### config.mk
export PLATFORM = sky130hd
export DESIGN_NAME = rx_ring_buffer_with_realtime_filter_flat
export DESIGN_NICKNAME = d
export VERILOG_FILES = /design/src/rxrb_pkg.sv /design/src/rxrb_cmd_if.sv /design/src/rxrb_rsp_if.sv /design/src/rxrb_ram.sv /design/src/rxrb_filter.sv /design/src/rx_ring_buffer_with_realtime_filter.sv /design/src/flat_wrapper.sv
export SDC_FILE = /design/constraint.sdc
export NUM_CORES = 1
export LEC_CHECK = 0
export BUFFER_PORTS_ARGS = -buffer_cell sky130_fd_sc_hd__buf_2
export CORE_ASPECT_RATIO = 1.1
export CORE_MARGIN = 2
export CORE_UTILIZATION = 62
export DETAILED_ROUTE_END_ITERATION = 8
export HOLD_SLACK_MARGIN = 0.15
export PLACE_DENSITY = 0.78
export SYNTH_ARGS = -nofsm -noshare
export SYNTH_HDL_FRONTEND = slang
export SYNTH_HIERARCHICAL = 1
export SYNTH_SLANG_ARGS = --single-unit
### constraint.sdc
create_clock -name clk -period 4.8 [get_ports clk]
set_input_delay 0.96 -clock clk [delete_from_list [all_inputs] [get_ports clk]]
set_output_delay 0.96 -clock clk [all_outputs]
set_load 0.02 [all_outputs]
### src/rxrb_pkg.sv
// Package for the receive ring buffer with realtime command filter.
// Holds operation, event and register index codes, reset values and shared types.
// No dependencies.
package rxrb_pkg;

    localparam int BUFFER_DEPTH_DEF = 128;

    localparam int NUM_CODES = 5;
    localparam int IDX_W     = 3;
    localparam int BYTE_W    = 8;
    localparam int FILL_W    = 7;
    localparam int EVT_W     = 3;

    localparam logic [1:0] OP_RX    = 2'd0;
    localparam logic [1:0] OP_READ  = 2'd1;
    localparam logic [1:0] OP_FLUSH = 2'd2;

    localparam logic [IDX_W-1:0] REG_STATUS = 3'd0;
    localparam logic [IDX_W-1:0] REG_CYCLE  = 3'd1;
    localparam logic [IDX_W-1:0] REG_HOLD   = 3'd2;
    localparam logic [IDX_W-1:0] REG_DOOR   = 3'd3;
    localparam logic [IDX_W-1:0] REG_RESET  = 3'd4;

    localparam logic [EVT_W-1:0] EVT_NONE   = 3'd0;
    localparam logic [EVT_W-1:0] EVT_STATUS = 3'd1;
    localparam logic [EVT_W-1:0] EVT_CYCLE  = 3'd2;
    localparam logic [EVT_W-1:0] EVT_HOLD   = 3'd3;
    localparam logic [EVT_W-1:0] EVT_DOOR   = 3'd4;
    localparam logic [EVT_W-1:0] EVT_RESET  = 3'd5;

    localparam logic [BYTE_W-1:0] CODE_STATUS_RST = 8'd63;
    localparam logic [BYTE_W-1:0] CODE_CYCLE_RST  = 8'd126;
    localparam logic [BYTE_W-1:0] CODE_HOLD_RST   = 8'd33;
    localparam logic [BYTE_W-1:0] CODE_DOOR_RST   = 8'd64;
    localparam logic [BYTE_W-1:0] CODE_RESET_RST  = 8'd24;

    localparam logic [BYTE_W-1:0] EMPTY_DATA = 8'hFF;

    typedef struct packed {
        logic              hit;
        logic [EVT_W-1:0]  evt;
        logic              ovf;
        logic [FILL_W-1:0] fill;
    } rxrb_status_t;

endpackage

### src/rxrb_cmd_if.sv
// Command channel: operation and received line byte.
// Depends on rxrb_pkg.
interface rxrb_cmd_if;
    logic                       valid;
    logic                       ready;
    logic [1:0]                 operation;
    logic [rxrb_pkg::BYTE_W-1:0] line_byte;

    modport source (output valid, output operation, output line_byte, input ready);
    modport sink   (input valid, input operation, input line_byte, output ready);
endinterface

### src/rxrb_rsp_if.sv
// Response channel: popped data, fill count, event and overflow flag.
// Depends on rxrb_pkg.
interface rxrb_rsp_if;
    logic                        valid;
    logic                        ready;
    logic [rxrb_pkg::BYTE_W-1:0] read_data;
    logic                        read_valid;
    logic [rxrb_pkg::FILL_W-1:0] fill_count;
    logic [rxrb_pkg::EVT_W-1:0]  realtime_event;
    logic                        overflow;

    modport source (output valid, output read_data, output read_valid, output fill_count,
                    output realtime_event, output overflow, input ready);
    modport sink   (input valid, input read_data, input read_valid, input fill_count,
                    input realtime_event, input overflow, output ready);
endinterface

### src/rxrb_ram.sv
// Byte store: one write port, one read port with registered read data.
// Depends on nothing.
module rxrb_ram #(
    parameter int DEPTH  = 128,
    parameter int ADDR_W = 7
) (
    input  logic              clk,
    input  logic              we,
    input  logic [ADDR_W-1:0] waddr,
    input  logic [7:0]        wdata,
    input  logic              re,
    input  logic [ADDR_W-1:0] raddr,
    output logic [7:0]        rdata
);

    logic [7:0] mem [DEPTH];
    logic [7:0] rdata_reg;

    always_ff @(posedge clk)
    begin
        if (we)
        begin
            mem[waddr] <= wdata;
        end
        if (re)
        begin
            rdata_reg <= mem[raddr];
        end
    end

    assign rdata = rdata_reg;

endmodule

### src/rxrb_filter.sv
// Command code registers and priority match of a received byte.
// Depends on rxrb_pkg.
module rxrb_filter (
    input  logic                         clk,
    input  logic                         rst_n,
    input  logic                         wr_en,
    input  logic [rxrb_pkg::IDX_W-1:0]   wr_index,
    input  logic [rxrb_pkg::BYTE_W-1:0]  wr_data,
    input  logic [rxrb_pkg::BYTE_W-1:0]  line_byte,
    output logic [rxrb_pkg::EVT_W-1:0]   evt
);

    logic [rxrb_pkg::BYTE_W-1:0] status_reg;
    logic [rxrb_pkg::BYTE_W-1:0] cycle_reg;
    logic [rxrb_pkg::BYTE_W-1:0] hold_reg;
    logic [rxrb_pkg::BYTE_W-1:0] door_reg;
    logic [rxrb_pkg::BYTE_W-1:0] reset_reg;

    always_ff @(posedge clk or negedge rst_n)
    begin
        if (!rst_n)
        begin
            status_reg <= rxrb_pkg::CODE_STATUS_RST;
            cycle_reg  <= rxrb_pkg::CODE_CYCLE_RST;
            hold_reg   <= rxrb_pkg::CODE_HOLD_RST;
            door_reg   <= rxrb_pkg::CODE_DOOR_RST;
            reset_reg  <= rxrb_pkg::CODE_RESET_RST;
        end
        else if (wr_en)
        begin
            unique case (wr_index)
                rxrb_pkg::REG_STATUS: status_reg <= wr_data;
                rxrb_pkg::REG_CYCLE:  cycle_reg  <= wr_data;
                rxrb_pkg::REG_HOLD:   hold_reg   <= wr_data;
                rxrb_pkg::REG_DOOR:   door_reg   <= wr_data;
                rxrb_pkg::REG_RESET:  reset_reg  <= wr_data;
                default: ;
            endcase
        end
    end

    // first match in register order wins
    always_comb
    begin
        if (line_byte == status_reg)
            evt = rxrb_pkg::EVT_STATUS;
        else if (line_byte == cycle_reg)
            evt = rxrb_pkg::EVT_CYCLE;
        else if (line_byte == hold_reg)
            evt = rxrb_pkg::EVT_HOLD;
        else if (line_byte == door_reg)
            evt = rxrb_pkg::EVT_DOOR;
        else if (line_byte == reset_reg)
            evt = rxrb_pkg::EVT_RESET;
        else
            evt = rxrb_pkg::EVT_NONE;
    end

endmodule

### src/rx_ring_buffer_with_realtime_filter.sv
// Top level: receive ring buffer with realtime command filter.
// Depends on rxrb_pkg, rxrb_cmd_if, rxrb_rsp_if, rxrb_filter and rxrb_ram.
//
//   channel   direction  transaction
//   cmd       sink       operation, line_byte
//   rsp       source     read_data, read_valid, fill_count, realtime_event, overflow
//   wr_*      sink       write enable, register index, register data
//
// One command per cycle sustained while rsp is not stalled; each result passes through the
// pending stage and then the output register, which also takes the store's registered read data.
// Reset clears both positions and loads the default command codes; the store needs no clearing.
// A stalled rsp holds the output register; one further command may then complete its
// memory access and wait in the pending stage before cmd.ready falls.
module rx_ring_buffer_with_realtime_filter #(
    parameter int BUFFER_DEPTH = rxrb_pkg::BUFFER_DEPTH_DEF
) (
    input  logic                        clk,
    input  logic                        rst_n,
    rxrb_cmd_if.sink                    cmd,
    rxrb_rsp_if.source                  rsp,
    input  logic                        wr_en,
    input  logic [rxrb_pkg::IDX_W-1:0]  wr_index,
    input  logic [rxrb_pkg::BYTE_W-1:0] wr_data
);

    localparam int PTR_W = (BUFFER_DEPTH > 2) ? $clog2(BUFFER_DEPTH) : 1;
    localparam int CNT_W = PTR_W + 1;
    localparam logic [PTR_W-1:0] LAST_POS = PTR_W'(BUFFER_DEPTH - 1);
    localparam logic [CNT_W-1:0] DEPTH_CNT = CNT_W'(BUFFER_DEPTH);

    logic [PTR_W-1:0] wpos_reg, wpos_next, wpos_inc;
    logic [PTR_W-1:0] rpos_reg, rpos_next, rpos_inc;
    logic [rxrb_pkg::EVT_W-1:0] evt;
    logic accept, advance, is_empty, is_full;
    logic mem_we, mem_re;
    logic [rxrb_pkg::BYTE_W-1:0] rdata;
    logic [CNT_W-1:0] held;
    logic [CNT_W+rxrb_pkg::FILL_W-1:0] held_ext;

    rxrb_pkg::rxrb_status_t stat_now;
    rxrb_pkg::rxrb_status_t pend_reg;
    logic pend_valid_reg;
    rxrb_pkg::rxrb_status_t out_reg;
    logic [rxrb_pkg::BYTE_W-1:0] out_data_reg;
    logic out_valid_reg;

    rxrb_filter u_filter (
        .clk       (clk),
        .rst_n     (rst_n),
        .wr_en     (wr_en),
        .wr_index  (wr_index),
        .wr_data   (wr_data),
        .line_byte (cmd.line_byte),
        .evt       (evt)
    );

    rxrb_ram #(
        .DEPTH  (BUFFER_DEPTH),
        .ADDR_W (PTR_W)
    ) u_ram (
        .clk   (clk),
        .we    (mem_we),
        .waddr (wpos_reg),
        .wdata (cmd.line_byte),
        .re    (mem_re),
        .raddr (rpos_reg),
        .rdata (rdata)
    );

    assign advance   = pend_valid_reg && (!out_valid_reg || rsp.ready);
    assign cmd.ready = !pend_valid_reg || advance;
    assign accept    = cmd.valid && cmd.ready;

    assign wpos_inc = (wpos_reg == LAST_POS) ? '0 : wpos_reg + PTR_W'(1);
    assign rpos_inc = (rpos_reg == LAST_POS) ? '0 : rpos_reg + PTR_W'(1);
    assign is_empty = (wpos_reg == rpos_reg);
    assign is_full  = (wpos_inc == rpos_reg);

    always_comb
    begin
        wpos_next    = wpos_reg;
        rpos_next    = rpos_reg;
        mem_we       = 1'b0;
        mem_re       = 1'b0;
        stat_now.hit = 1'b0;
        stat_now.evt = rxrb_pkg::EVT_NONE;
        stat_now.ovf = 1'b0;
        if (accept)
        begin
            case (cmd.operation)
                rxrb_pkg::OP_RX:
                begin
                    stat_now.evt = evt;
                    if (evt == rxrb_pkg::EVT_NONE)
                    begin
                        if (is_full)
                        begin
                            stat_now.ovf = 1'b1;
                        end
                        else
                        begin
                            mem_we    = 1'b1;
                            wpos_next = wpos_inc;
                        end
                    end
                end
                rxrb_pkg::OP_READ:
                begin
                    if (!is_empty)
                    begin
                        mem_re       = 1'b1;
                        stat_now.hit = 1'b1;
                        rpos_next    = rpos_inc;
                    end
                end
                rxrb_pkg::OP_FLUSH:
                begin
                    rpos_next = wpos_reg;
                end
                default: ;
            endcase
        end
        // fill after this transaction, truncated to the field width
        if (wpos_next >= rpos_next)
            held = CNT_W'(wpos_next) - CNT_W'(rpos_next);
        else
            held = DEPTH_CNT - CNT_W'(rpos_next) + CNT_W'(wpos_next);
        held_ext      = {{rxrb_pkg::FILL_W{1'b0}}, held};
        stat_now.fill = held_ext[rxrb_pkg::FILL_W-1:0];
    end

    always_ff @(posedge clk or negedge rst_n)
    begin
        if (!rst_n)
        begin
            wpos_reg       <= '0;
            rpos_reg       <= '0;
            pend_valid_reg <= 1'b0;
            out_valid_reg  <= 1'b0;
        end
        else
        begin
            wpos_reg <= wpos_next;
            rpos_reg <= rpos_next;
            if (accept)
                pend_valid_reg <= 1'b1;
            else if (advance)
                pend_valid_reg <= 1'b0;
            if (advance)
                out_valid_reg <= 1'b1;
            else if (rsp.ready)
                out_valid_reg <= 1'b0;
        end
    end

    always_ff @(posedge clk)
    begin
        if (accept)
        begin
            pend_reg <= stat_now;
        end
        if (advance)
        begin
            out_reg      <= pend_reg;
            out_data_reg <= pend_reg.hit ? rdata : rxrb_pkg::EMPTY_DATA;
        end
    end

    assign rsp.valid          = out_valid_reg;
    assign rsp.read_data      = out_data_reg;
    assign rsp.read_valid     = out_reg.hit;
    assign rsp.fill_count     = out_reg.fill;
    assign rsp.realtime_event = out_reg.evt;
    assign rsp.overflow       = out_reg.ovf;

endmodule

### src/flat_wrapper.sv
// flat-port wrapper written by rule: the top's interface ports become plain ports
module rx_ring_buffer_with_realtime_filter_flat 
#(
    parameter int BUFFER_DEPTH = rxrb_pkg::BUFFER_DEPTH_DEF
)
  (clk, rst_n, wr_en, wr_index, wr_data, cmd_valid, cmd_operation, cmd_line_byte, cmd_ready, rsp_valid, rsp_read_data, rsp_read_valid, rsp_fill_count, rsp_realtime_event, rsp_overflow, rsp_ready);
  rxrb_cmd_if cmd_i ();
  rxrb_rsp_if rsp_i ();
  input  logic clk;
  input  logic rst_n;
  input  logic wr_en;
  input  logic [rxrb_pkg::IDX_W-1:0] wr_index;
  input  logic [rxrb_pkg::BYTE_W-1:0] wr_data;
  input wire logic [$bits(cmd_i.valid)-1:0] cmd_valid;
  input wire logic [$bits(cmd_i.operation)-1:0] cmd_operation;
  input wire logic [$bits(cmd_i.line_byte)-1:0] cmd_line_byte;
  output wire logic [$bits(cmd_i.ready)-1:0] cmd_ready;
  output wire logic [$bits(rsp_i.valid)-1:0] rsp_valid;
  output wire logic [$bits(rsp_i.read_data)-1:0] rsp_read_data;
  output wire logic [$bits(rsp_i.read_valid)-1:0] rsp_read_valid;
  output wire logic [$bits(rsp_i.fill_count)-1:0] rsp_fill_count;
  output wire logic [$bits(rsp_i.realtime_event)-1:0] rsp_realtime_event;
  output wire logic [$bits(rsp_i.overflow)-1:0] rsp_overflow;
  input wire logic [$bits(rsp_i.ready)-1:0] rsp_ready;
  assign cmd_i.valid = cmd_valid;
  assign cmd_i.operation = cmd_operation;
  assign cmd_i.line_byte = cmd_line_byte;
  assign cmd_ready = cmd_i.ready;
  assign rsp_valid = rsp_i.valid;
  assign rsp_read_data = rsp_i.read_data;
  assign rsp_read_valid = rsp_i.read_valid;
  assign rsp_fill_count = rsp_i.fill_count;
  assign rsp_realtime_event = rsp_i.realtime_event;
  assign rsp_overflow = rsp_i.overflow;
  assign rsp_i.ready = rsp_ready;
  rx_ring_buffer_with_realtime_filter #(.BUFFER_DEPTH(BUFFER_DEPTH)) u_core (.clk(clk), .rst_n(rst_n), .cmd(cmd_i), .rsp(rsp_i), .wr_en(wr_en), .wr_index(wr_index), .wr_data(wr_data));
endmodule
Word level (Yosys, flattened, before mapping) --
Memories as Yosys holds them, arrays and structs flattened. A register that Yosys moved wholly into a read port is not among the register bits. Index checks and enable logic that the tools add are counted.
Word-level totals: memories 1, bits in writable memories 1024, output and inout bits 22, input port bits 26, register bits 88
Operators by class: equal/unequal tests 15, multiplexer cells 29, reduce and logical (&&, ||, !) cells 17, add/sub/neg operators 5, $lt $le $gt $ge 1
Memories:
- u_core.u_ram.mem | words 128, bits a word 8, rd ports 1, clocked after Yosys merged registers in 1, write ports 1, RTL line rxrb_ram.sv:16 | logic [7:0] mem [DEPTH];
Operators by type and width (count):
- $mux W7 | 9
- $eq A8 B8 Y1 | 5
- $mux W3 | 5
- $add A7 B1 Y7 const B | 2
- $eq A7 B7 Y1 | 2
- $eq A7 B7 Y1 const B | 2
- $mux W1 | 14
- $pmux W7 S2 | 1
- $reduce_and A2 Y1 | 6
- $add A7 B7 Y7 | 1
- $ge A7 B7 Y1 | 1
- $sub A1 B7 Y7 const A | 1
- $sub A7 B7 Y7 | 1
- $eq A3 B2 Y1 const B | 2
- $logic_not A3 Y1 | 2
- $reduce_bool A2 Y1 | 2
- $eq A3 B1 Y1 const B | 1
- $eq A3 B3 Y1 const B | 1
- $eq A2 B1 Y1 const B | 1
- $eq A2 B2 Y1 const B | 1
- $logic_and A1 B1 Y1 | 2
- $logic_not A1 Y1 | 2
- $logic_not A2 Y1 | 1
- $logic_or A1 B1 Y1 | 2

Logic depth before layout (Yosys ltp) --
depth after elaboration 12, depth in mapped cells 16, gate-level depth less buffers 15

By module --
Netlist, hierarchy kept.
By module, submodules not included:
- rxrb_ram | area each 39745.6 sq um, cells each 1635, seq. area each 30989.7 sq um, times used 1
- rx_ring_buffer_with_realtime_filter | area each 2517.4 sq um, cells each 218, seq. area each 1361.3 sq um, times used 1
- rxrb_filter | area each 2117.0 sq um, cells each 159, seq. area each 1022.2 sq um, times used 1

Least setup slack after synthesis --
OpenSTA, ideal clock, no wires.
kind input to register, start point in cmd_line_byte[2], end point reg u_core/pend_reg[6] (netlist bit) (data pin), required time 4531 ps, stages 16, setup slack 167 ps, data arrival time 4363 ps, cells stage by stage buf_2 -> xor2_1 -> nor4_1 -> nand2_1 -> o2111a_1 -> or4b_2 -> nand3b_2 -> mux2i_1 -> ha_1 -> inv_1 -> fa_1 -> a21o_1 -> a21oi_1 -> o21bai_1 -> a21oi_1 -> xor3_1
Between the ends: cells in the longest elaborated chain, start to end 12, elaborated cells on any way between the ends 18, classes of those cells 2 x add/sub; 1 x order compare; 5 x eq/ne; 9 x mux; 1 x reduce/logical
Ends and longest elaborated chain:
- start: declaration | RTL line flat_wrapper.sv:16 | input wire logic [$bits(cmd_i.line_byte)-1:0] cmd_line_byte;
- $eq A8 B8 Y1 | RTL line rxrb_filter.sv:53 | else if (line_byte == reset_reg)
- $mux W3 | RTL line rxrb_filter.sv:53
- $mux W3 | RTL line rxrb_filter.sv:51 | else if (line_byte == door_reg)
- $mux W3 | RTL line rxrb_filter.sv:49 | else if (line_byte == hold_reg)
- $mux W3 | RTL line rxrb_filter.sv:47 | else if (line_byte == cycle_reg)
- $mux W3 * | RTL line rxrb_filter.sv:45 | if (line_byte == status_reg)
- via u_core.evt, one bit | RTL line rx_ring_buffer_with_realtime_filter.sv:33 | logic [rxrb_pkg::EVT_W-1:0] evt;
- $logic_not A3 Y1 * | RTL line rx_ring_buffer_with_realtime_filter.sv:94 | if (evt == rxrb_pkg::EVT_NONE)
- $mux W7 * | RTL line rx_ring_buffer_with_realtime_filter.sv:94
- $mux W7 * | RTL line rx_ring_buffer_with_realtime_filter.sv:90 | case (cmd.operation)
- $mux W7 * | RTL line rx_ring_buffer_with_realtime_filter.sv:88 | if (accept)
- $add A7 B7 Y7, or another cell as far along | RTL line rx_ring_buffer_with_realtime_filter.sv:127 | held = DEPTH_CNT - CNT_W'(rpos_next) + CNT_W'(wpos_next);
- $mux W7 * | RTL line rx_ring_buffer_with_realtime_filter.sv:124 | if (wpos_next >= rpos_next)
- via u_core.held[6] | RTL line rx_ring_buffer_with_realtime_filter.sv:37 | logic [CNT_W-1:0] held;
- end signal: assignment | RTL line rx_ring_buffer_with_realtime_filter.sv:160 | pend_reg <= stat_now;
- end: declaration | RTL line rx_ring_buffer_with_realtime_filter.sv:41 | rxrb_pkg::rxrb_status_t pend_reg;
The timed path passes the listed nets; every way through them passes the cells marked *. A chain may end at the register's enable or synchronous reset.

Final worst setup path --
start point reg u_core/u_filter/cycle_reg[3] (netlist bit), end point reg u_core/pend_reg[6] (netlist bit) (data pin)
Between the ends: cells in the longest elaborated chain, start to end 9, elaborated cells on any way between the ends 11, classes of those cells 2 x add/sub; 1 x order compare; 1 x eq/ne; 6 x mux; 1 x reduce/logical
Ends and longest elaborated chain:
- start: declaration | RTL line rxrb_filter.sv:14 | logic [rxrb_pkg::BYTE_W-1:0] cycle_reg;
- start signal: assignment | RTL line rxrb_filter.sv:24 | cycle_reg <= rxrb_pkg::CODE_CYCLE_RST;
- start signal: assignment | RTL line rxrb_filter.sv:33 | rxrb_pkg::REG_CYCLE: cycle_reg <= wr_data;
- $eq A8 B8 Y1 * | RTL line rxrb_filter.sv:47
- $mux W3 * | RTL line rxrb_filter.sv:47
- $mux W3 * | RTL line rxrb_filter.sv:45
- via u_core.evt, one bit | RTL line rx_ring_buffer_with_realtime_filter.sv:33
- $logic_not A3 Y1 * | RTL line rx_ring_buffer_with_realtime_filter.sv:94
- $mux W7 * | RTL line rx_ring_buffer_with_realtime_filter.sv:94
- $mux W7 * | RTL line rx_ring_buffer_with_realtime_filter.sv:90
- $mux W7 * | RTL line rx_ring_buffer_with_realtime_filter.sv:88
- via u_core.wpos_next[1] | RTL line rx_ring_buffer_with_realtime_filter.sv:31 | logic [PTR_W-1:0] wpos_reg, wpos_next, wpos_inc;
- $add A7 B7 Y7, or another cell as far along | RTL line rx_ring_buffer_with_realtime_filter.sv:127
- $mux W7 * | RTL line rx_ring_buffer_with_realtime_filter.sv:124
- via u_core.held[6] | RTL line rx_ring_buffer_with_realtime_filter.sv:37
Marked as above.

==> metrics <==
PortBufs=47; Vias=22300; vias in the first global route=22800; largest net degree at the start of global routing=163; die area=73700 µm²; drt first pass iters=8; Initial DRC Count=3094; routed len/inst=32.9 µm; CP Capture Type=flip-flop; Tightest Pin Transition=1.23 ns; CP required=5.18 ns; Post-synth EDFFs=1064; Die Y-Extent=285 µm; drt drc=0; floorplan row count=102; Avg Inst Size Synth=22.1 µm²; vias per cell=6.75; outcome=completed; worst path buffer plus inverter count=1; grt total ovfl=0; drt total wl=109000 µm; # resized after CTS=0; clk buf depth=3; Finished Layout Cells=3304; Initial Util=62.9%; worst hold slack=0.281 ns; worst-skew pair later-pin latency=0.67 ns; placed cell count=3107; fill count=3870; Yosys warning count=6; antenna violations before repair=13; Critical Path Most Common Cell=a21oi_1; final worst-path cycle share=91.2%; Worst EP arrival=4.75 ns; Slew Limit Fails=0; final-report hold violation count=0; fin crit period=4.38 ns; clock sinks=1120; final net count=2315; Levels on crit path=14; Syn Nets=2050; Worst path slowest cell=or4b_2; Routed Antenna Nets=0; Min-Delay Path Class=in -> async; Core Box Area=70600 µm²; CTS tree=built; first-pass GRT wire length=160000 µm; critical path type=reg -> reg; Peak VDD IR=0.000417 V; Seq. cell area=33400 µm²; # Max-Cap Violations=0; Cells after Synth=2012; post-layout util=71.3%; H-Tree Depth=3; most frequent cells in the layout=1064 x edfxtp_1, 336 x mux4_2, 221 x buf_4; sequential area share after synthesis=75.2%; CP Max Fanout=8; ys flop type=edfxtp_1; Clk pin slew, worst setup/hold paths=0.07 ns; Setup Skew=0.0324 ns; count of cell types in the netlist=66; Post-CTS Setup Inserts=0; area of the multi-input gates=10400 µm²; slowest cell delay on critical path=0.69 ns; Setup TNS=0 ns; Die Wd=259 µm; FMAX=228 MHz; Mapped Area=44400 µm²; root buf cell=clkbuf_16; max reg flops=1024; Top delay family on crit path=simple AND/OR/NAND/NOR gates; max_slew headroom=18.1%; GRT Total Usage=30.4%; Lkg Pwr=15.9 nW; Power Density=485 nW/µm²; reg2reg path depth=14; layout cells sized above 1=35.1%; Final HPWL DP=67600 µm; CP Launch Type=flip-flop; Hold-fix buffers, CTS=0; commonest non-fill, non-tap cell in the layout=edfxtp_1; final setup fails=0; CTS Buf Count=104; Ports=48; crit path cell chain=xnor2_1 -> nand4_1 -> or2_2 -> o2111a_1 -> or4b_2 -> nand3b_2 -> buf_4 -> mux2_2 -> fa_1 -> a21o_1 -> a21oi_1 -> o21bai_1 -> a21oi_1 -> xor3_1; FF+latch count, synth=1120; RSZ-0062 raised after global routing=no; RD Place Congestion=0.970; asr flop ratio synth=5.00%; Area Growth Syn to Fin=13.4%
==> final timing paths <==
kind | from | end | slack [ns]
max in group asynchronous | rst_n | u_core/u_filter/hold_reg[0]$_DFFE_PN1P_ | 3.59
setup / recovery | u_core/u_filter/cycle_reg[3]$_DFFE_PN1P_ | u_core/pend_reg[6]$_DFFE_PP_ | 0.42
hold reg to reg | u_core/pend_reg[9]$_SDFFCE_PP0P_ | u_core/rsp.realtime_event[1]$_DFFE_PP_ | 0.43
min in group clk | u_core/pend_reg[9]$_SDFFCE_PP0P_ | u_core/rsp.realtime_event[1]$_DFFE_PP_ | 0.43
hold / removal | rst_n | u_core/rsp.valid$_DFFE_PN0P_ | 0.28
setup reg to reg | u_core/u_filter/cycle_reg[3]$_DFFE_PN1P_ | u_core/pend_reg[6]$_DFFE_PP_ | 0.42
==> cells in the mapped netlist, types with 11 or more instances <==
cell type | number | share of area, %
dfstp_2 | 17 | 1.0
dfrtp_1 | 39 | 2.2
nand3_1 | 20 | 0.23
inv_1 | 15 | 0.13
xnor2_1 | 27 | 0.53
mux4_2 | 336 | 17
buf_4 | 11 | 0.19
o21ai_0 | 12 | 0.14
nand2b_1 | 14 | 0.20
ha_1 | 11 | 0.31
edfxtp_1 | 1064 | 72
xor2_1 | 30 | 0.59
buf_1 | 18 | 0.15
buf_2 | 21 | 0.24
clkbuf_1 | 48 | 0.41
mux2_2 | 49 | 1.2
nor2_1 | 137 | 1.2
nand2_1 | 31 | 0.26
==> stage by stage <==
stage,worst slack (ns),cell area (µm²),total power [W]
after floorplan,0.167,44400,0.0149
after global placement,-0.217,47000,0.0165
after detailed placement,-0.181,47000,0.0165
after CTS,0.434,50300,0.0245
after global routing,0.179,50300,0.0251
final,0.423,50300,0.0244
==> worst reg2reg max path, cell delays in order, from the launching register on <==
cell      delay [ns]
dfstp_2         0.57
xnor2_1         0.12
nand4_1         0.19
or2_2           0.34
o2111a_1        0.14
or4b_2          0.69
nand3b_2        0.27
buf_4           0.18
mux2_2          0.30
fa_1            0.43
a21o_1          0.17
a21oi_1         0.18
o21bai_1        0.08
a21oi_1         0.19
xor3_1          0.25
==> kinds of logic after synthesis <==
family,Yosys count,share of synthesized area (%)
buffers and inverters,123,1.34
adder cells (fa/ha/maj),12,0.355
AND/OR/NAND/NOR,263,2.84
multiplexers,386,18.3
AO/OA/AOI/OAI,50,0.761
XOR/XNOR,58,1.18
flip-flops,1120,75.2
==> where the power goes <==
| group | switching [W] | internal, W |
|---|---|---|
| combinational | 0.00276 | 0.00251 |
| clock | 0.00351 | 0.00452 |
| sequential | 0.000158 | 0.0110 |
| total | 0.00643 | 0.0180 |
==> routing by layer <==
metal	GRT usage [%]	wire length, µm	vias up
met5	0	88	-
met4	10.0	3830	12
met3	6.31	11000	220
met2	49.7	54600	1439
met1	41.7	39300	11700
li1	-	-	8887
==> cell type report <==
| cell class | count | area share (%) |
|---|---|---|
| antenna | 6 | 0.0298 |
| clock buffer | 132 | 5.50 |
| clock inverter | 59 | 1.09 |
| inverter | 16 | 0.119 |
| multi-input combinational | 769 | 20.7 |
| sequential | 1120 | 66.3 |
| tap | 936 | 2.33 |
| timing repair buffer | 266 | 3.92 |
No activity file was read; power rests on OpenSTA's default activity.
